===== src/tpdf_pkg.sv =====
package tpdf_pkg;

  // store and run limits
  localparam int unsigned MAX_PIXELS = 16384;
  localparam int unsigned MAX_SIDE   = 256;
  localparam int unsigned PASS_LIMIT = 8;

  // fixed field widths
  localparam int unsigned OP_W   = 2;
  localparam int unsigned IDX_W  = 14;
  localparam int unsigned PIX_W  = 8;
  localparam int unsigned SIDE_W = 9;

  // register port
  localparam int unsigned APB_AW = 4;
  localparam int unsigned APB_DW = 32;

  // item operations
  typedef enum logic [OP_W-1:0] {
    OP_LOAD = 2'd0,
    OP_RUN  = 2'd1,
    OP_READ = 2'd2
  } op_e;

  // register indexes
  typedef enum logic [1:0] {
    REG_WIDTH  = 2'd0,
    REG_HEIGHT = 2'd1,
    REG_TRANSP = 2'd2
  } reg_idx_e;

  // neighborhood taps read per pixel, in priority order after the center
  typedef enum logic [2:0] {
    TAP_C  = 3'd0,
    TAP_UP = 3'd1,
    TAP_DN = 3'd2,
    TAP_LF = 3'd3,
    TAP_RT = 3'd4
  } tap_e;

  // fill engine sequencer
  typedef enum logic [8:0] {
    ENG_IDLE     = 9'b000000001,
    ENG_DILATE   = 9'b000000010,
    ENG_DRAIN    = 9'b000000100,
    ENG_PASS_END = 9'b000001000,
    ENG_FIX_TOP  = 9'b000010000,
    ENG_FIX_BOT  = 9'b000100000,
    ENG_FIX_WR   = 9'b001000000,
    ENG_COPY     = 9'b010000000,
    ENG_COPY_END = 9'b100000000
  } eng_state_e;

  // top level item sequencer
  typedef enum logic [2:0] {
    TOP_IDLE = 3'b001,
    TOP_READ = 3'b010,
    TOP_RUN  = 3'b100
  } top_state_e;

  // image geometry and transparent code
  typedef struct packed {
    logic [SIDE_W-1:0] width;
    logic [SIDE_W-1:0] height;
    logic [PIX_W-1:0]  transp;
    logic              size_ok;
  } cfg_t;

  // engine memory port controls
  typedef struct packed {
    logic rd_en;
    logic wr_en;
    logic wr_bank;
  } mem_ctl_t;

  // engine completion
  typedef struct packed {
    logic done;
    logic holes;
  } eng_done_t;

endpackage


===== src/tpdf_cfg.sv =====
module tpdf_cfg #(
  parameter int unsigned MaxPixels = tpdf_pkg::MAX_PIXELS,
  localparam int unsigned CntW = $clog2(MaxPixels + 1)
) (
  input  logic                        clk_i,
  input  logic                        rst_ni,
  input  logic                        psel_i,
  input  logic                        penable_i,
  input  logic                        pwrite_i,
  input  logic [tpdf_pkg::APB_AW-1:0] paddr_i,
  input  logic [tpdf_pkg::APB_DW-1:0] pwdata_i,
  output logic [tpdf_pkg::APB_DW-1:0] prdata_o,
  output tpdf_pkg::cfg_t              cfg_o,
  output logic [CntW-1:0]             n_pix_o
);

  logic [tpdf_pkg::SIDE_W-1:0] width_q, height_q;
  logic [tpdf_pkg::PIX_W-1:0]  transp_q;
  logic [2*tpdf_pkg::SIDE_W-1:0] prod;
  tpdf_pkg::reg_idx_e          reg_idx;

  assign reg_idx = tpdf_pkg::reg_idx_e'(paddr_i[tpdf_pkg::APB_AW-1:2]);

  // register writes on the access phase
  always_ff @(posedge clk_i or negedge rst_ni) begin
    if (!rst_ni) begin
      width_q  <= tpdf_pkg::SIDE_W'(1);
      height_q <= tpdf_pkg::SIDE_W'(1);
      transp_q <= '1;
    end else if (psel_i && penable_i && pwrite_i) begin
      case (reg_idx)
        tpdf_pkg::REG_WIDTH:  width_q  <= pwdata_i[tpdf_pkg::SIDE_W-1:0];
        tpdf_pkg::REG_HEIGHT: height_q <= pwdata_i[tpdf_pkg::SIDE_W-1:0];
        tpdf_pkg::REG_TRANSP: transp_q <= pwdata_i[tpdf_pkg::PIX_W-1:0];
        default: ;
      endcase
    end
  end

  // read mux
  always_comb begin
    case (reg_idx)
      tpdf_pkg::REG_WIDTH:  prdata_o = tpdf_pkg::APB_DW'(width_q);
      tpdf_pkg::REG_HEIGHT: prdata_o = tpdf_pkg::APB_DW'(height_q);
      tpdf_pkg::REG_TRANSP: prdata_o = tpdf_pkg::APB_DW'(transp_q);
      default:              prdata_o = '0;
    endcase
  end

  // pixel count and size check
  assign prod = (2*tpdf_pkg::SIDE_W)'(width_q) * (2*tpdf_pkg::SIDE_W)'(height_q);

  assign cfg_o.width   = width_q;
  assign cfg_o.height  = height_q;
  assign cfg_o.transp  = transp_q;
  assign cfg_o.size_ok = (width_q != '0) && (32'(width_q) <= tpdf_pkg::MAX_SIDE) &&
                         (height_q != '0) && (32'(height_q) <= tpdf_pkg::MAX_SIDE) &&
                         (32'(prod) <= MaxPixels);
  assign n_pix_o = CntW'(prod);

endmodule


===== config.mk =====
export PLATFORM = sky130hd
export DESIGN_NAME = tpdf_cfg
export DESIGN_NICKNAME = d
export VERILOG_FILES = /design/src/tpdf_pkg.sv /design/src/tpdf_cfg.sv
export SDC_FILE = /design/constraint.sdc
export NUM_CORES = 1
export LEC_CHECK = 0
export ABC_AREA = 1
export BUFFER_PORTS_ARGS = -buffer_cell sky130_fd_sc_hd__buf_2
export CAP_MARGIN = 10
export CORE_MARGIN = 3
export CORE_UTILIZATION = 50
export DETAILED_ROUTE_END_ITERATION = 12
export PLACE_DENSITY = 0.76
export SKIP_LAST_GASP = 1
export SLEW_MARGIN = 20
export SYNTH_ARGS = -nofsm -noshare
export SYNTH_HDL_FRONTEND = slang
export SYNTH_SLANG_ARGS = --single-unit

===== constraint.sdc =====
create_clock -name clk_i -period 4.62 [get_ports clk_i]
set_clock_uncertainty 0.15 [all_clocks]
set_input_delay 0.231 -clock clk_i [delete_from_list [all_inputs] [get_ports clk_i]]
set_output_delay 0.231 -clock clk_i [all_outputs]
set_load 0.01 [all_outputs]

==> results.tsv <==
metric	value	unit
crit_fanout	4	
dr.pass1.iters	5	
setup_tns	-0.487	ns
p_per_area	547	nW/um2
p_sw_share	52.2	%
antenna_found_initial	0	
power.switching	1.54	mW
clk_pin_slew_worst_paths	0.09	ns
numCtsBuffers	3	
hold_viol_final	0	
via_per_inst	4.93	
grt_pass1_vias	4369	
violations	negative setup slack	
die-area	9980	um2
crit_buf_inv	6	
synth_xor_area_share	0.397	%
grt_pass1_wl	18700	um
hold_path_depth	3	
fin_crit	4.81	ns
ctsLongestPathBuffers	2	
wl	10600	um
drv_slew	0	
final.fill_count	724	
areaGrowthSynthToFinish	22.1	%
synthAdderAreaFrac	33.5	%
layout_common_cells	nand2_1 (169), inv_1 (162), buf_2 (66)	
io_pins	115	
peakVddDrop	0.291	mV
nNetsFinal	862	
yosysWarnings	0	
status	complete, but fails checks	
avgSynthCellArea	6.87	um2
hold_class	input pin to flip-flop	
dr.first_iter.drc_count	178	
slew_headroom	60.7	%
holdWs	0.0661	ns
die_w	99.9	um
setup_ws	-0.193	ns
htreeDepth	1	
drt.antenna.violating_nets	0	
max_stage_delay	0.60	ns
core	8380	um2
maxCapViolCount	0	
overflow	0	
worstPathCellList	buf_6, nand2_2, fa_1, inv_1, fa_1, fa_1, inv_1, fa_1, inv_2, ha_4, nand2_4, inv_2, nand2_1, nand2_1, nand2_2, nand3_1, nand2_1, nand2_1, nand4_1, a21oi_2, buf_2	
route.detailed.drc	0	
layout-drive-gt1-share	29.0	%
die_h	99.9	um
cts.sinks	26	
startpoint_type	flip-flop	
cts_tree	built	
r2r_cells	4	
dp_hpwl	8460	um
start_util	52.6	%
grt_max_degree	27	
final_common_cell	nand2_1	
crit_cells	21	
yosys.area_share.simple	24.4	%
io_buffers	66	
critPathKind	flip-flop to output pin	
required	4.24	ns
antennaDiodeCount	0	
cts_root_buf	clkbuf_8	
synth_top_family_by_area	adder cells	
crit_family	adder cells	
grt_usage	22.3	%
insertion_delay	0.27	ns
seq_area	679	um2
p_int	1.41	mW
post_drt_wl_per_cell	12.6	um
end_kind	output pin	
comb_power_share	82.4	%
yosysUniqueCellTypes	31	
synth_compound_area_share	5.70	%
via_count	4127	
worst-endpoint-arrival	4.43	ns
seqPwrFrac	12.5	%
synth_cells	642	
rows	33	
gp_congestion	0.891	
finalSetupViolations	3	
crit_slowest_cell	dfstp_2	
period_share	104	%
synth_mux_area_share	0	%
power_leakage	3.31	nW
final_core_util	64.2	%
syn_area	4410	um2
fmax	0.208	GHz
worst_slew_pin_slew	0.590	ns
multi_input_area	3180	um2
power.share.clock	5.1	%
synth-seq-cells	26	
rsz0062_at_grt	true	
yosysSeqAreaShare	15.0	%
## worst min-delay path, stage by stage
cell     delay (ns)
buf_2          0.09
inv_1          0.05
o21ai_0        0.08
## worst paths after layout
path                                              start                       to  slack, ns
worst max-delay path            height_q[0]$_DFFE_PN1P_                 cfg_o[0]      -0.19
worst min-delay path                        pwdata_i[8]   width_q[8]$_DFFE_PN0P_       0.07
worst max register to register  height_q[0]$_DFFE_PN1P_  height_q[0]$_DFFE_PN1P_       3.41
worst min register to register  transp_q[3]$_DFFE_PN1P_  transp_q[3]$_DFFE_PN1P_       0.36
max in group asynchronous                        rst_ni   width_q[4]$_DFFE_PN0P_       3.55
min in group asynchronous                        rst_ni   width_q[3]$_DFFE_PN0P_       0.35
## registers in the layout, indices dropped and copies added (netlist names)
signal and cells:
height_q 9, width_q 9, transp_q 8
## repair_timing
item,4_1_cts,5_1_grt
resized for setup,36,57
endpoints found under the hold margin,16,0
buffers inserted,7,7
pin swaps,31,53
setup endpoints to repair,4,6
hold buffers,1,0
## power by group through the flow
stage / clock, mW / combinational, mW / sequential [mW]
floorplan: 0 / 1.30 / 0.350
global placement: 0 / 1.82 / 0.362
detailed placement: 0 / 1.86 / 0.365
CTS: 0.150 / 2.14 / 0.362
global route: 0.162 / 2.75 / 0.376
finish: 0.150 / 2.43 / 0.368
## cell type report
type	instances	area share, %
clock buffer	4	1.02
inverter	178	12.5
multi-input combinational	416	59.1
sequential	26	12.6
tap	105	2.44
timing repair buffer	108	12.3
## cells in the mapped netlist
library cell / count / area (um2)
nand2_1: 190 / 713
inv_1: 177 / 664
fa_1: 50 / 1000
ha_1: 38 / 475
o21ai_0: 28 / 140
buf_4: 23 / 173
nand3_1: 21 / 105
nor2_1: 20 / 75.1
clkbuf_1: 19 / 71.3
dfrtp_1: 16 / 400
dfstp_2: 10 / 263
nand2_2: 9 / 56.3
nand4_1: 8 / 50.1
a21oi_1: 5 / 25.0
nor2_2: 4 / 25.0
o211ai_1: 4 / 30.0
a21oi_2: 3 / 26.3
nand3b_1: 3 / 22.5
o21bai_1: 2 / 15.0
and3_1: 1 / 6.26
buf_2: 1 / 5.00
clkbuf_2: 1 / 5.00
conb_1: 1 / 3.75
inv_2: 1 / 3.75
nand3_2: 1 / 10.0
nor3_1: 1 / 5.00
o221ai_1: 1 / 8.76
o22ai_1: 1 / 6.26
or2_0: 1 / 6.26
xnor2_1: 1 / 8.76
xor2_1: 1 / 8.76
## per-stage QoR
stage / instances / power [mW] / setup slack (ns) / instance area, um2
3_5_place_dp: 818 / 2.22 / -0.0315 / 4900
2_1_floorplan: 664 / 1.65 / 0.00537 / 4490
4_1_cts: 830 / 2.66 / -0.203 / 5150
3_3_place_gp: 818 / 2.18 / 0.0201 / 4900
6_report: 837 / 2.94 / -0.193 / 5380
5_1_grt: 837 / 3.29 / -0.403 / 5380
## layer usage
| layer | track usage [%] | share of wire, % | routed length, um | vias up |
|---|---|---|---|---|
| li1 | - | - | - | 2001 |
| met3 | 1.95 | 4.3 | 449 | 20 |
| met2 | 42.8 | 54 | 5700 | 118 |
| met4 | 5.78 | 2.0 | 212 | 0 |
| met1 | 26.4 | 40 | 4200 | 1988 |
| met5 | 0 | 0 | 0 | - |
## logic make-up after synthesis
| kind of cell | Yosys count |
|---|---|
| xor+xnor | 2 |
| compound gates | 44 |
| other cells | 1 |
| fa+ha+maj | 88 |
| flops | 26 |
| buf+inv | 222 |
| simple gates | 259 |
Power figures use the tool's default switching activity.
