<file path="src/tpdf_pkg.sv">
package tpdf_pkg;

  // store and run limits
  localparam int unsigned MAX_PIXELS = 16384;
  localparam int unsigned MAX_SIDE   = 256;
  localparam int unsigned PASS_LIMIT = 8;

  // fixed field widths
  localparam int unsigned OP_W   = 2;
  localparam int unsigned IDX_W  = 14;
  localparam int unsigned PIX_W  = 8;
  localparam int unsigned SIDE_W = 9;

  // register port
  localparam int unsigned APB_AW = 4;
  localparam int unsigned APB_DW = 32;

  // item operations
  typedef enum logic [OP_W-1:0] {
    OP_LOAD = 2'd0,
    OP_RUN  = 2'd1,
    OP_READ = 2'd2
  } op_e;

  // register indexes
  typedef enum logic [1:0] {
    REG_WIDTH  = 2'd0,
    REG_HEIGHT = 2'd1,
    REG_TRANSP = 2'd2
  } reg_idx_e;

  // neighborhood taps read per pixel, in priority order after the center
  typedef enum logic [2:0] {
    TAP_C  = 3'd0,
    TAP_UP = 3'd1,
    TAP_DN = 3'd2,
    TAP_LF = 3'd3,
    TAP_RT = 3'd4
  } tap_e;

  // fill engine sequencer
  typedef enum logic [8:0] {
    ENG_IDLE     = 9'b000000001,
    ENG_DILATE   = 9'b000000010,
    ENG_DRAIN    = 9'b000000100,
    ENG_PASS_END = 9'b000001000,
    ENG_FIX_TOP  = 9'b000010000,
    ENG_FIX_BOT  = 9'b000100000,
    ENG_FIX_WR   = 9'b001000000,
    ENG_COPY     = 9'b010000000,
    ENG_COPY_END = 9'b100000000
  } eng_state_e;

  // top level item sequencer
  typedef enum logic [2:0] {
    TOP_IDLE = 3'b001,
    TOP_READ = 3'b010,
    TOP_RUN  = 3'b100
  } top_state_e;

  // image geometry and transparent code
  typedef struct packed {
    logic [SIDE_W-1:0] width;
    logic [SIDE_W-1:0] height;
    logic [PIX_W-1:0]  transp;
    logic              size_ok;
  } cfg_t;

  // engine memory port controls
  typedef struct packed {
    logic rd_en;
    logic wr_en;
    logic wr_bank;
  } mem_ctl_t;

  // engine completion
  typedef struct packed {
    logic done;
    logic holes;
  } eng_done_t;

endpackage

</file>
<file path="src/tpdf_engine.sv">
module tpdf_engine #(
  parameter int unsigned MaxPixels = tpdf_pkg::MAX_PIXELS,
  parameter int unsigned PassLimit = tpdf_pkg::PASS_LIMIT,
  localparam int unsigned AddrW = $clog2(MaxPixels),
  localparam int unsigned CntW  = $clog2(MaxPixels + 1),
  localparam int unsigned PassW = $clog2(PassLimit)
) (
  input  logic                       clk_i,
  input  logic                       rst_ni,
  input  logic                       start_i,
  input  tpdf_pkg::cfg_t             cfg_i,
  input  logic [CntW-1:0]            n_pix_i,
  input  logic [tpdf_pkg::PIX_W-1:0] rd_data_i,
  output tpdf_pkg::mem_ctl_t         mem_ctl_o,
  output logic [AddrW-1:0]           rd_addr_o,
  output logic [AddrW-1:0]           wr_addr_o,
  output logic [tpdf_pkg::PIX_W-1:0] wr_data_o,
  output logic                       bank_o,
  output tpdf_pkg::eng_done_t        done_o
);

  tpdf_pkg::eng_state_e state_q, state_d;
  logic                 bank_q, bank_d;
  logic [PassW-1:0]     pass_q, pass_d;

  // issue stage
  logic [AddrW-1:0]            p_q, p_d;
  logic [tpdf_pkg::SIDE_W-1:0] x_q, x_d, y_q, y_d;
  tpdf_pkg::tap_e              k_q, k_d;

  // data stage
  logic                        dv_q, dv_d;
  logic                        cv_q, cv_d;
  tpdf_pkg::tap_e              dk_q, dk_d;
  logic                        dnbr_q, dnbr_d;
  logic [AddrW-1:0]            dp_q, dp_d;
  logic [tpdf_pkg::PIX_W-1:0]  acc_q, acc_d;
  logic                        found_q, found_d;
  logic [CntW-1:0]             left_q, left_d;
  logic                        any_q, any_d;

  // column fix
  logic [AddrW-1:0]            base_q, base_d;
  logic [tpdf_pkg::PIX_W-1:0]  top_q, top_d;

  logic [AddrW-1:0]            h_a, iss_addr, bot_addr;
  logic                        iss_ok, last_row, last_col, last_pix, pass_last;
  logic                        solid, top_solid, take, fin_found;
  logic [tpdf_pkg::PIX_W-1:0]  fin_col;

  assign h_a       = AddrW'(cfg_i.height);
  assign last_row  = (y_q == cfg_i.height - tpdf_pkg::SIDE_W'(1));
  assign last_col  = (x_q == cfg_i.width - tpdf_pkg::SIDE_W'(1));
  assign last_pix  = (CntW'(p_q) == n_pix_i - CntW'(1));
  assign pass_last = (({1'b0, pass_q} + (PassW+1)'(1)) == (PassW+1)'(PassLimit));
  assign bot_addr  = base_q + h_a - AddrW'(1);

  // neighbor address and edge check for the current tap
  always_comb begin
    case (k_q)
      tpdf_pkg::TAP_C: begin
        iss_addr = p_q;
        iss_ok   = 1'b1;
      end
      tpdf_pkg::TAP_UP: begin
        iss_addr = p_q - AddrW'(1);
        iss_ok   = (y_q != '0);
      end
      tpdf_pkg::TAP_DN: begin
        iss_addr = p_q + AddrW'(1);
        iss_ok   = !last_row;
      end
      tpdf_pkg::TAP_LF: begin
        iss_addr = p_q - h_a;
        iss_ok   = (x_q != '0);
      end
      tpdf_pkg::TAP_RT: begin
        iss_addr = p_q + h_a;
        iss_ok   = !last_col;
      end
      default: begin
        iss_addr = p_q;
        iss_ok   = 1'b0;
      end
    endcase
  end

  // first solid neighbor wins
  assign solid     = (rd_data_i != cfg_i.transp);
  assign top_solid = (top_q != cfg_i.transp);
  assign take      = dv_q && (dk_q != tpdf_pkg::TAP_C) && !found_q && dnbr_q && solid;
  assign fin_col   = take ? rd_data_i : acc_q;
  assign fin_found = found_q | take;

  always_comb begin
    state_d   = state_q;
    bank_d    = bank_q;
    pass_d    = pass_q;
    p_d       = p_q;
    x_d       = x_q;
    y_d       = y_q;
    k_d       = k_q;
    dv_d      = 1'b0;
    cv_d      = 1'b0;
    dk_d      = dk_q;
    dnbr_d    = dnbr_q;
    dp_d      = dp_q;
    acc_d     = acc_q;
    found_d   = found_q;
    left_d    = left_q;
    any_d     = any_q;
    base_d    = base_q;
    top_d     = top_q;
    mem_ctl_o = '0;
    rd_addr_o = '0;
    wr_addr_o = '0;
    wr_data_o = '0;
    done_o    = '0;

    // data stage: fold in one tap, write the pixel with the last tap
    if (dv_q) begin
      if (dk_q == tpdf_pkg::TAP_C) begin
        acc_d   = rd_data_i;
        found_d = solid;
        if (pass_q == '0 && !solid) begin
          any_d = 1'b1;
        end
      end else if (take) begin
        acc_d   = rd_data_i;
        found_d = 1'b1;
      end
      if (dk_q == tpdf_pkg::TAP_RT) begin
        mem_ctl_o.wr_en   = 1'b1;
        mem_ctl_o.wr_bank = ~bank_q;
        wr_addr_o         = dp_q;
        wr_data_o         = fin_col;
        if (!fin_found) begin
          left_d = left_q + CntW'(1);
        end
      end
    end

    // copy stage: mirror the final image into the scratch bank
    if (cv_q) begin
      mem_ctl_o.wr_en   = 1'b1;
      mem_ctl_o.wr_bank = ~bank_q;
      wr_addr_o         = dp_q;
      wr_data_o         = rd_data_i;
    end

    // sequencer
    case (state_q)
      tpdf_pkg::ENG_IDLE: begin
        if (start_i) begin
          state_d = tpdf_pkg::ENG_DILATE;
          pass_d  = '0;
          p_d     = '0;
          x_d     = '0;
          y_d     = '0;
          k_d     = tpdf_pkg::TAP_C;
          left_d  = '0;
          any_d   = 1'b0;
        end
      end
      tpdf_pkg::ENG_DILATE: begin
        mem_ctl_o.rd_en = 1'b1;
        rd_addr_o       = iss_addr;
        dv_d            = 1'b1;
        dk_d            = k_q;
        dnbr_d          = iss_ok;
        dp_d            = p_q;
        case (k_q)
          tpdf_pkg::TAP_C:  k_d = tpdf_pkg::TAP_UP;
          tpdf_pkg::TAP_UP: k_d = tpdf_pkg::TAP_DN;
          tpdf_pkg::TAP_DN: k_d = tpdf_pkg::TAP_LF;
          tpdf_pkg::TAP_LF: k_d = tpdf_pkg::TAP_RT;
          tpdf_pkg::TAP_RT: begin
            k_d = tpdf_pkg::TAP_C;
            p_d = p_q + AddrW'(1);
            if (last_row) begin
              y_d = '0;
              x_d = x_q + tpdf_pkg::SIDE_W'(1);
            end else begin
              y_d = y_q + tpdf_pkg::SIDE_W'(1);
            end
            if (last_pix) begin
              state_d = tpdf_pkg::ENG_DRAIN;
            end
          end
          default: k_d = tpdf_pkg::TAP_C;
        endcase
      end
      tpdf_pkg::ENG_DRAIN: begin
        state_d = tpdf_pkg::ENG_PASS_END;
      end
      tpdf_pkg::ENG_PASS_END: begin
        // the written bank becomes the image
        bank_d = ~bank_q;
        if (left_q == '0 || left_q == n_pix_i || pass_last) begin
          state_d = tpdf_pkg::ENG_FIX_TOP;
          x_d     = '0;
          base_d  = '0;
        end else begin
          state_d = tpdf_pkg::ENG_DILATE;
          pass_d  = pass_q + PassW'(1);
          p_d     = '0;
          x_d     = '0;
          y_d     = '0;
          k_d     = tpdf_pkg::TAP_C;
          left_d  = '0;
        end
      end
      tpdf_pkg::ENG_FIX_TOP: begin
        mem_ctl_o.rd_en = 1'b1;
        rd_addr_o       = base_q;
        state_d         = tpdf_pkg::ENG_FIX_BOT;
      end
      tpdf_pkg::ENG_FIX_BOT: begin
        top_d           = rd_data_i;
        mem_ctl_o.rd_en = 1'b1;
        rd_addr_o       = bot_addr;
        state_d         = tpdf_pkg::ENG_FIX_WR;
      end
      tpdf_pkg::ENG_FIX_WR: begin
        // bottom pixel is on the read port now
        mem_ctl_o.wr_bank = bank_q;
        if (top_solid && !solid) begin
          mem_ctl_o.wr_en = 1'b1;
          wr_addr_o       = bot_addr;
          wr_data_o       = top_q;
        end else if (!top_solid && solid) begin
          mem_ctl_o.wr_en = 1'b1;
          wr_addr_o       = base_q;
          wr_data_o       = rd_data_i;
        end
        if (last_col) begin
          state_d = tpdf_pkg::ENG_COPY;
          p_d     = '0;
        end else begin
          state_d = tpdf_pkg::ENG_FIX_TOP;
          x_d     = x_q + tpdf_pkg::SIDE_W'(1);
          base_d  = base_q + h_a;
        end
      end
      tpdf_pkg::ENG_COPY: begin
        // stream the image out of the current bank, one pixel a cycle
        mem_ctl_o.rd_en = 1'b1;
        rd_addr_o       = p_q;
        cv_d            = 1'b1;
        dp_d            = p_q;
        p_d             = p_q + AddrW'(1);
        if (last_pix) begin
          state_d = tpdf_pkg::ENG_COPY_END;
        end
      end
      tpdf_pkg::ENG_COPY_END: begin
        state_d      = tpdf_pkg::ENG_IDLE;
        done_o.done  = 1'b1;
        done_o.holes = any_q;
      end
      default: state_d = tpdf_pkg::ENG_IDLE;
    endcase
  end

  // control state
  always_ff @(posedge clk_i or negedge rst_ni) begin
    if (!rst_ni) begin
      state_q <= tpdf_pkg::ENG_IDLE;
      bank_q  <= 1'b0;
      pass_q  <= '0;
      dv_q    <= 1'b0;
      cv_q    <= 1'b0;
    end else begin
      state_q <= state_d;
      bank_q  <= bank_d;
      pass_q  <= pass_d;
      dv_q    <= dv_d;
      cv_q    <= cv_d;
    end
  end

  // counters and data path
  always_ff @(posedge clk_i) begin
    p_q     <= p_d;
    x_q     <= x_d;
    y_q     <= y_d;
    k_q     <= k_d;
    dk_q    <= dk_d;
    dnbr_q  <= dnbr_d;
    dp_q    <= dp_d;
    acc_q   <= acc_d;
    found_q <= found_d;
    left_q  <= left_d;
    any_q   <= any_d;
    base_q  <= base_d;
    top_q   <= top_d;
  end

  assign bank_o = bank_q;

endmodule

</file>
<file path="config.mk">
export PLATFORM = sky130hd
export DESIGN_NAME = tpdf_engine
export DESIGN_NICKNAME = d
export VERILOG_FILES = /design/src/tpdf_pkg.sv /design/src/tpdf_engine.sv
export SDC_FILE = /design/constraint.sdc
export NUM_CORES = 1
export LEC_CHECK = 0
export BUFFER_PORTS_ARGS = -buffer_cell sky130_fd_sc_hd__buf_2
export CORE_MARGIN = 10
export CORE_UTILIZATION = 65
export DETAILED_ROUTE_END_ITERATION = 16
export HOLD_SLACK_MARGIN = 0.06
export PLACE_DENSITY = 0.87
export SYNTH_ARGS = -nofsm -noshare
export SYNTH_HDL_FRONTEND = slang
export SYNTH_SLANG_ARGS = --single-unit
</file>
<file path="constraint.sdc">
create_clock -name clk_i -period 7.8 [get_ports clk_i]
set_input_delay 1.56 -clock clk_i [delete_from_list [all_inputs] [get_ports clk_i]]
set_output_delay 1.56 -clock clk_i [all_outputs]
set_load 0.01 [all_outputs]
</file>
==> results of run 1 <==
## power groups by stage
stage | sequential [W] | combinational (W) | clock (W)
finish | 0.00117 | 0.00149 | 0.000822
detailed placement | 0.00116 | 0.00144 | 0
CTS | 0.00115 | 0.00147 | 0.000819
floorplan | 0.00102 | 0.00115 | 0
global placement | 0.00115 | 0.00142 | 0
global route | 0.00118 | 0.00164 | 0.000851
## kinds of logic (layout without fill, tap and decap cells)
| logic type | after synthesis | count (layout) | synth area share (%) |
|---|---|---|---|
| compound gates | 269 | 269 | 19.2 |
| mux | 9 | 9 | 1.08 |
| buf+inv | 90 | 175 | 3.77 |
| fa+ha+maj | 38 | 38 | 5.28 |
| flops | 115 | 115 | 34.7 |
| simple gates | 403 | 403 | 21.8 |
| xor+xnor | 151 | 151 | 14.2 |
## area by class of cell
| class | count | area, µm² |
|---|---|---|
| multi-input cells | 870 | 5730 |
| fillers | 1062 | 3450 |
| flip-flops and latches | 115 | 3220 |
| clock buffers | 23 | 564 |
| repair buffers | 99 | 510 |
| well taps | 180 | 225 |
| inverters | 44 | 165 |
| clock inverters | 9 | 72.6 |
## registers in the layout, summed over array words and instances, names as in the netlist, 8 cells and up
name     flops
left_q      15
base_q      14
dp_q        14
p_q         14
state_q      9
x_q          9
y_q          9
acc_q        8
top_q        8
## per-stage QoR
stage	power, W	hold slack (ps)
after floorplan	0.00217	424
after global placement	0.00257	474
after detailed placement	0.00260	475
after CTS	0.00344	486
after global routing	0.00367	508
final	0.00348	486
## worst reg2reg max path: cells and delay by family (launching register included)
kind	cells	cell delay [ps]
buffers and inverters	3	1440
and+or+nand+nor	4	1420
AOI/OAI and AO/OA	2	410
DFF	1	400
## path summary, 6_finish.rpt
| path | slack, ps | endpoint | cells after the start |
|---|---|---|---|
| worst max-delay path | 670 | rd_addr_o[12] | 18 |
| worst min-delay path | 490 | any_q | 1 |
| worst max register to register | 4040 | state_q[7] | 9 |
| worst min register to register | 490 | any_q | 1 |
| max in group asynchronous | 6450 | state_q[0] | 1 |
| min in group asynchronous | 1040 | cv_q | 1 |
## layout by cell type (no fill, tap or decap), drive strengths merged, types with 23 or more instances in the layout
master,count
a21oi,64
a22oi,23
buf,99
clkbuf,23
edfxtp,84
ha,36
inv,48
nand2,68
nand3,42
nor2,142
o21ai,65
xnor2,95
xor2,56
## per-layer routing
metal,vias up,GRT usage (%)
met5,-,0
met1,4125,35.6
met4,0,7.34
met3,43,5.92
met2,446,43.9
li1,4106,-
==> out/qor.yml, run 1 <==
sta:
  finalCritPeriodShare_pct: 91.5
  finalSetupViolations: 0
  rsz0062_at_grt: "false"
  worst_pin_slew_ps: 963
  final-max-slew-violation-count: 0
  finClkSkew_ps: 12.2
  max-slew-margin-rel_pct: 35.8
  max_freq_mhz: 140
  finalHoldViolCount: 0
  period_minus_slack_ps: 7130
  tns_ps: 0
  fin_ws_ps: 665
global_route:
  antenna_found_initial: 0
  grt_use_total_pct: 27.0
  overflow: 0
  grt_pass1_wl_um: 43300
  grt_max_degree: 27
  grt_pass1_vias: 8260
floorplan:
  start_util_pct: 66.7
  ioPinCount: 95
  die_area_um2: 19500
  coreArea_um2: 13900
  die_x_um: 140
  die_h_um: 140
  fp-row-count: 43
routing:
  dr.pass1.iters: 6
  via_count: 8720
  routed_wl_um: 27300
  drt-met1-wl_um: 11100
  vias_per_cell: 6.51
  top_layer: "met4"
  wl_per_cell_um: 20.4
  antenna_left: 0
  drc_errors: 0
  wl_met2_um: 12900
  drt_iter0_markers: 1226
  wl_met3_um: 2860
critical_path:
  path_class: "input port to output port"
  cp-end-kind: "output port"
  crit_fanout: 7
  r2r_start: "state_q[8]"
  cp_slowest_cell: "or3b_1"
  cpPeakStageDelay_ps: 410
  cp_cell_sequence: "buf_2 -> inv_1 -> ha_1 -> or3b_1 -> or3_4 -> or3_4 -> or2_2 -> a21oi_1 -> a31oi_1 -> ha_1 -> a21o_1 -> a21o_1 -> a221oi_1 -> xor2_1 -> nor2_1 -> o21ai_0 -> o211ai_1 -> buf_2"
  cp.arrival_ps: 5570
  startpoint: "cfg_i[10]"
  crit_family: "simple AND/OR/NAND/NOR gates"
  cp.buffers_inverters: 3
  critPathLaunchType: "input port"
  cp_data_required_time_ps: 6240
pwr:
  powerDensity_nw_per_um2: 332
  combPwrFrac_pct: 42.9
  switchingPower_w: 0.00147
  seqPwrFrac_pct: 33.5
  swShare_pct: 42.1
  leakage_nw: 4.01
  p_int_w: 0.00202
  clkPwrFrac_pct: 23.6
  vdd_drop_max_mv: 0.339
synth:
  ys_ff_latch: 115
  syn_avg_cell_area_um2: 8.64
  synthArstFlopShare_pct: 13.0
  synth.most_common_cell: "nor2_1"
  yosys_warnings: 0
  synth_ff_type: "edfxtp_1"
  synthesis.nets: 1166
  yosysSeqAreaShare_pct: 34.7
  synth.area.top_cells: "edfxtp_1 27%, xnor2_1 9.0%, nor2_1 5.7%, xor2_1 5.3%, ha_1 4.8%"
  synth_edf_count: 84
  synth_common_cells: "142 x nor2_1, 95 x xnor2_1, 84 x edfxtp_1, 68 x nand2_1"
  synth_area_um2: 9290
  postSynthCellCount: 1075
  synth.distinct_cells: 77
  synth_top_cell_area_share_pct: 27.2
  yosys.area.top_type: "edfxtp_1"
clock_network:
  clk_latency_ps: 420
  cts.repair.resized: 0
  cts_tree: "yes"
  holdBufCountCts: 0
  cts_max_path_buffers: 2
  cts_root_buffer: "clkbuf_16"
  cts_buffers: 17
  cts-htree-levels: 4
  clk_pin_slew_worst_paths_ps: 60
  numClockSinks: 115
  cts_setup_buffers: 0
place:
  post-place-ws_ps: 752
  place_area_um2: 9850
  dp_hpwl_um: 20100
  port-buffer-count: 93
  dp.cells: 1308
  gp_congestion: 1.01
final_layout:
  area_growth_pct: 12.8
  layout-drive-gt1-share_pct: 14.0
  fin_area_um2: 10500
  nets: 1238
  layoutNonFillerInstCount: 1340
  diodes: 0
  utilization_pct: 75.2
status:
  status: "complete, no violations"
hold_path:
  min-delay-start: "any_q"
  holdCritPathClass: "register to register"
flow_run:
  max_cap_viol_count: 0
No activity file was read; power rests on OpenSTA's default activity.
==> run 2, diff against run 1 <==
--- a/config.mk
+++ b/config.mk
@@ -6,11 +6,12 @@
 export NUM_CORES = 1
 export LEC_CHECK = 0
 export BUFFER_PORTS_ARGS = -buffer_cell sky130_fd_sc_hd__buf_2
+export CAP_MARGIN = 5
 export CORE_MARGIN = 10
-export CORE_UTILIZATION = 65
+export CORE_UTILIZATION = 64
 export DETAILED_ROUTE_END_ITERATION = 16
 export HOLD_SLACK_MARGIN = 0.06
-export PLACE_DENSITY = 0.87
+export PLACE_DENSITY = 0.86
 export SYNTH_ARGS = -nofsm -noshare
 export SYNTH_HDL_FRONTEND = slang
 export SYNTH_SLANG_ARGS = --single-unit
==> out/qor.yml, run 2 (synthesized netlist as in run 1, its figures left out) <==
status:
  status: "complete, no violations"
floorplan:
  die_area_um2: 19700  # +1.3%
  ioPinCount: 95  # unchanged
  die_x_um: 140  # +0.67%
  start_util_pct: 66.2  # -0.51 points
  fp-row-count: 43  # unchanged
  die_h_um: 140  # +0.67%
  coreArea_um2: 14000  # +0.77%
sta:
  finalHoldViolCount: 0  # unchanged
  max-slew-margin-rel_pct: 19.7  # -16 points
  period_minus_slack_ps: 7200  # +61.7 ps
  rsz0062_at_grt: "false"
  finClkSkew_ps: 9.00  # -3.19 ps
  final-max-slew-violation-count: 0  # unchanged
  worst_pin_slew_ps: 1200  # +240 ps
  finalCritPeriodShare_pct: 92.3  # +0.79 points
  tns_ps: 0  # unchanged
  finalSetupViolations: 0  # unchanged
  max_freq_mhz: 139  # -0.86%
clock_network:
  cts-htree-levels: 4  # unchanged
  cts_setup_buffers: 0  # unchanged
  cts_max_path_buffers: 2  # unchanged
  holdBufCountCts: 0  # unchanged
  numClockSinks: 115  # unchanged
  cts_tree: "yes"
  clk_latency_ps: 430  # about the same
  cts_root_buffer: "clkbuf_16"
  clk_pin_slew_worst_paths_ps: 60  # about the same
  cts.repair.resized: 0  # unchanged
  cts_buffers: 17  # unchanged
critical_path:
  r2r-end: "state_q[0]"
  path_class: "input port to output port"
  startpoint: "cfg_i[10]"
  cp-end-kind: "output port"
  ff2ff_path_depth: 9  # unchanged
  rrSetupSlack_ps: 4120  # +80 ps
  r2r_start: "state_q[0]"
  cp-endpoint: "rd_addr_o[12]"
  cp_cell_sequence: "buf_2 -> inv_1 -> ha_1 -> or3b_1 -> or3_4 -> or3_4 -> or2_2 -> a21oi_1 -> a31oi_1 -> ha_1 -> a21o_1 -> a21o_1 -> a221oi_1 -> xor2_1 -> nor2_1 -> o21ai_0 -> o211ai_1 -> buf_2"
  critPathLaunchType: "input port"
  cp_slowest_cell: "or3b_1"
  cpPeakStageDelay_ps: 400  # about the same
  cp_data_required_time_ps: 6240  # about the same
  cp.arrival_ps: 5640  # +70 ps
  crit_fanout: 7  # unchanged
flow_run:
  max_cap_viol_count: 0  # unchanged
place:
  dp_hpwl_um: 20400  # +1.2%
  dp.cells: 1307  # -0.076%
  port-buffer-count: 93  # unchanged
  gp_congestion: 0.982  # -3.0%
  place_area_um2: 9850  # unchanged
final_layout:
  nets: 1237  # -0.081%
  fin_area_um2: 10400  # -0.99%
  mostFrequentLayoutCells: "142 x nor2_1, 95 x xnor2_1, 93 x buf_2, 84 x edfxtp_1, 68 x nand2_1"
  largest_reg_flops: 15  # unchanged
  layout-drive-gt1-share_pct: 14.0  # about the same
  utilization_pct: 73.9  # -1.3 points
  top_register: "left_q"
  fill_cells: 1065  # +0.28%
  final_common_cell: "nor2_1"
  layoutNonFillerInstCount: 1339  # -0.075%
  diodes: 0  # unchanged
  area_growth_pct: 11.7
routing:
  wl_per_cell_um: 20.8  # +2.3%
  dr.pass1.iters: 6  # unchanged
  via_count: 8877  # +1.8%
  vias_per_cell: 6.63  # +1.9%
  antenna_left: 0  # unchanged
  drt_iter0_markers: 1132  # -7.7%
  routed_wl_um: 27900  # +2.2%
  drc_errors: 0  # unchanged
global_route:
  grt_pass1_vias: 8392  # +1.6%
  grt_max_degree: 27  # unchanged
  overflow: 0  # unchanged
  grt_use_total_pct: 27.0  # -0.061 points
  grt_pass1_wl_um: 43600  # +0.70%
  antenna_found_initial: 0  # unchanged
pwr:
  leakage_nw: 3.95  # -1.6%
  vdd_drop_max_mv: 0.228  # -33%
  powerDensity_nw_per_um2: 328  # -1.4%
hold_path:
  holdCritPathClass: "register to register"
run 2: through the flow:
step / power [W] / setup slack [ps] / hold WS [ps]
after floorplan: 0.00217 / 1450 / 424
after global placement: 0.00258 / 797 / 479
after detailed placement: 0.00262 / 721 / 492
after CTS: 0.00335 / 678 / 501
after global routing: 0.00357 / 381 / 509
final: 0.00340 / 604 / 504
run 2: critical path, delay by kind of cell:
family	cells	cell delay (ps)
AOI/OAI and AO/OA	7	1420
xor gates and xnor gates	1	190
buffers and inverters	3	420
and+or+nand+nor	5	1480
adders and majority gates	2	570
run 2: power breakdown:
part | internal (W) | switching, W | total [W]
registers | 0.000890 | 0.000286 | 0.00118
clock network | 0.000406 | 0.000311 | 0.000717
logic | 0.000604 | 0.000903 | 0.00151
run 2: final cells by class:
type	count	area, µm²	area share, %
repair buffers	98	503	4.85
clock buffers	17	425	4.10
well taps	180	225	2.17
clock inverters	15	108	1.04
multi-input cells	870	5730	55.2
inverters	44	165	1.59
flip-flops and latches	115	3220	31.0
run 2: how the worst min path moves through the flow:
stage,startpoint,endpoint,slack [ps],cells past startpoint
global placement,any_q,any_q,480,1
floorplan,k_q[0],dk_q[0],420,0
finish,any_q,any_q,500,1
CTS,any_q,any_q,500,1
global route,any_q,any_q,510,1
detailed placement,any_q,any_q,490,1
run 2: layer usage:
| metal | part of all wire [%] | GRT usage (%) | vias to the layer above | wire (µm) |
|---|---|---|---|---|
| li1 | - | - | 4103 | - |
| met1 | 40 | 34.5 | 4143 | 11000 |
| met2 | 46 | 43.0 | 534 | 12900 |
| met3 | 11 | 6.59 | 97 | 3030 |
| met4 | 3.5 | 10.3 | 0 | 975 |
| met5 | 0 | 0 | - | 0 |
==> run 3, diff against run 2 <==
--- a/config.mk
+++ b/config.mk
@@ -7,11 +7,13 @@
 export LEC_CHECK = 0
 export BUFFER_PORTS_ARGS = -buffer_cell sky130_fd_sc_hd__buf_2
 export CAP_MARGIN = 5
+export CORE_ASPECT_RATIO = 0.7
 export CORE_MARGIN = 10
-export CORE_UTILIZATION = 64
+export CORE_UTILIZATION = 55
 export DETAILED_ROUTE_END_ITERATION = 16
+export GPL_TIMING_DRIVEN = 0
 export HOLD_SLACK_MARGIN = 0.06
-export PLACE_DENSITY = 0.86
+export PLACE_DENSITY = 0.75
 export SYNTH_ARGS = -nofsm -noshare
 export SYNTH_HDL_FRONTEND = slang
 export SYNTH_SLANG_ARGS = --single-unit
==> out/qor.yml, run 3 (synthesized netlist as in run 1, its figures left out) <==
routing:
  antenna_left: 0  # unchanged
  wl_met2_um: 11900  # -7.4%
  top_layer: "met4"
  wl_met3_um: 4110  # +36%
  drc_errors: 0  # unchanged
  drt-met1-wl_um: 13000  # +18%
  dr.pass1.iters: 10  # +4
  wl_per_cell_um: 20.8  # -0.14%
  routed_wl_um: 29600  # +6.2%
  via_count: 9069  # +2.2%
  vias_per_cell: 6.37  # -3.9%
  drt_iter0_markers: 1266  # +12%
critical_path:
  cp-end-kind: "output port"
  cp.arrival_ps: 5850  # +210 ps
  critPathLaunchType: "input port"
  cp_data_required_time_ps: 6240  # about the same
  path_class: "input port to output port"
  crit_fanout: 7  # unchanged
global_route:
  grt_pass1_vias: 8229  # -1.9%
  grt_max_degree: 18  # -33%
  grt_pass1_wl_um: 45600  # +4.7%
  grt_use_total_pct: 25.4  # -1.6 points
  antenna_found_initial: 0  # unchanged
  overflow: 0  # unchanged
pwr:
  swShare_pct: 43.7  # -0.42 points
  powerDensity_nw_per_um2: 328  # +0.15%
  leakage_nw: 3.99  # +1.2%
  clkPwrFrac_pct: 21.5  # +0.4 points
  vdd_drop_max_mv: 0.266  # +17%
  p_int_w: 0.00196  # +3.1%
  combPwrFrac_pct: 46.6  # +2.3 points
  switchingPower_w: 0.00152  # +1.3%
  seqPwrFrac_pct: 31.9  # -2.7 points
place:
  port-buffer-count: 90  # -3.2%
  dp_hpwl_um: 22700  # +12%
  gp_congestion: 0.988  # +0.58%
  dp.cells: 1392  # +6.5%
  post-place-ws_ps: 617  # -103 ps
floorplan:
  die_area_um2: 22600  # +14%
  coreArea_um2: 16400  # +17%
  die_h_um: 129  # -8.4%
  die_x_um: 175  # +25%
  ioPinCount: 95  # unchanged
  start_util_pct: 56.5  # -9.7 points
  fp-row-count: 39  # -9.3%
final_layout:
  diodes: 0  # unchanged
  largest_reg_flops: 15  # unchanged
  final_common_cell: "nor2_1"
  nets: 1277  # +3.2%
  layoutNonFillerInstCount: 1424  # +6.3%
  area_growth_pct: 14.1
  fill_cells: 1434  # +35%
  mostFrequentLayoutCells: "142 x nor2_1, 95 x xnor2_1, 91 x buf_2, 84 x edfxtp_1, 68 x nand2_1"
  layout-drive-gt1-share_pct: 13.1  # -0.88 points
  top_register: "left_q"
clock_network:
  cts_setup_buffers: 0  # unchanged
  holdBufCountCts: 0  # unchanged
  cts.repair.resized: 0  # unchanged
  cts-htree-levels: 4  # unchanged
  clk_pin_slew_worst_paths_ps: 60  # about the same
  cts_tree: "yes"
  clk_latency_ps: 430  # about the same
  cts_root_buffer: "clkbuf_16"
  numClockSinks: 115  # unchanged
  cts_buffers: 17  # unchanged
  cts_max_path_buffers: 2  # unchanged
sta:
  max-slew-margin-rel_pct: 37.5  # +18 points
  finalCritPeriodShare_pct: 95.0  # +2.7 points
  rsz0062_at_grt: "false"
  worst_pin_slew_ps: 938  # -265 ps
  final-max-slew-violation-count: 0  # unchanged
  period_minus_slack_ps: 7410  # +213 ps
  fin_ws_ps: 391  # -213 ps
  finClkSkew_ps: 7.81  # -1.19 ps
  finalSetupViolations: 0  # unchanged
  tns_ps: 0  # unchanged
  max_freq_mhz: 135  # -2.9%
  finalHoldViolCount: 0  # unchanged
hold_path:
  holdCritPathClass: "register to register"
flow_run:
  max_cap_viol_count: 0  # unchanged
status:
  status: "complete, no violations"
-- run 3: worst paths after layout --
| kind | startpoint | slack (ps) | cells past startpoint | endpoint |
|---|---|---|---|---|
| setup / recovery | cfg_i[10] | 390 | 18 | rd_addr_o[12] |
| hold / removal | p_q[13] | 460 | 0 | dp_q[13] |
| setup reg to reg | x_q[8] | 4470 | 8 | p_q[2] |
| hold reg to reg | p_q[13] | 460 | 0 | dp_q[13] |
| max in group asynchronous | rst_ni | 6470 | 1 | state_q[0] |
| min in group asynchronous | rst_ni | 1030 | 1 | state_q[3] |
-- run 3: worst max-delay path: stages --
cell      delay, ps
buf_2           140
inv_1           150
ha_1            320
or3b_1          400
or3_4           370
or3_4           360
or2_2           290
a21oi_1         140
a31oi_1          60
ha_1            280
a21o_1          200
a21o_1          170
a221oi_1        270
xor2_1          190
nor2_1           50
o21ai_0         400
o211ai_1        270
buf_2           220
-- run 3: power by group through the flow --
| stage | clock, W | sequential [W] | combinational [W] |
|---|---|---|---|
| floorplan | 0 | 0.00102 | 0.00115 |
| global placement | 0 | 0.00111 | 0.00154 |
| detailed placement | 0 | 0.00111 | 0.00157 |
| CTS | 0.000749 | 0.00110 | 0.00158 |
| global route | 0.000776 | 0.00112 | 0.00177 |
| finish | 0.000747 | 0.00111 | 0.00162 |
-- run 3: final cells by class --
class,count,area (µm²),share of cell area (%)
multi-input cells,870,5730,54.0
inverters,44,165,1.56
repair buffers,92,465,4.39
clock buffers,20,447,4.21
well taps,225,282,2.66
flip-flops and latches,115,3220,30.4
plain buffers,46,185,1.75
clock inverters,12,108,1.02
-- run 3: layer usage --
layer,up-vias,track usage (%)
met1,4275,36.0
met5,-,0
met3,50,9.50
li1,4186,-
met4,0,6.71
met2,558,35.4
-- run 3: through the flow --
step | util [%] | instance area, µm² | hold WS [ps] | total power (W)
floorplan | - | 9290 | 424 | 0.00217
global placement | 60.9 | 10000 | 441 | 0.00264
detailed placement | 61.1 | 10000 | 444 | 0.00267
CTS | 64.5 | 10600 | 459 | 0.00343
global route | 64.5 | 10600 | 482 | 0.00367
finish | 64.5 | 10600 | 459 | 0.00348
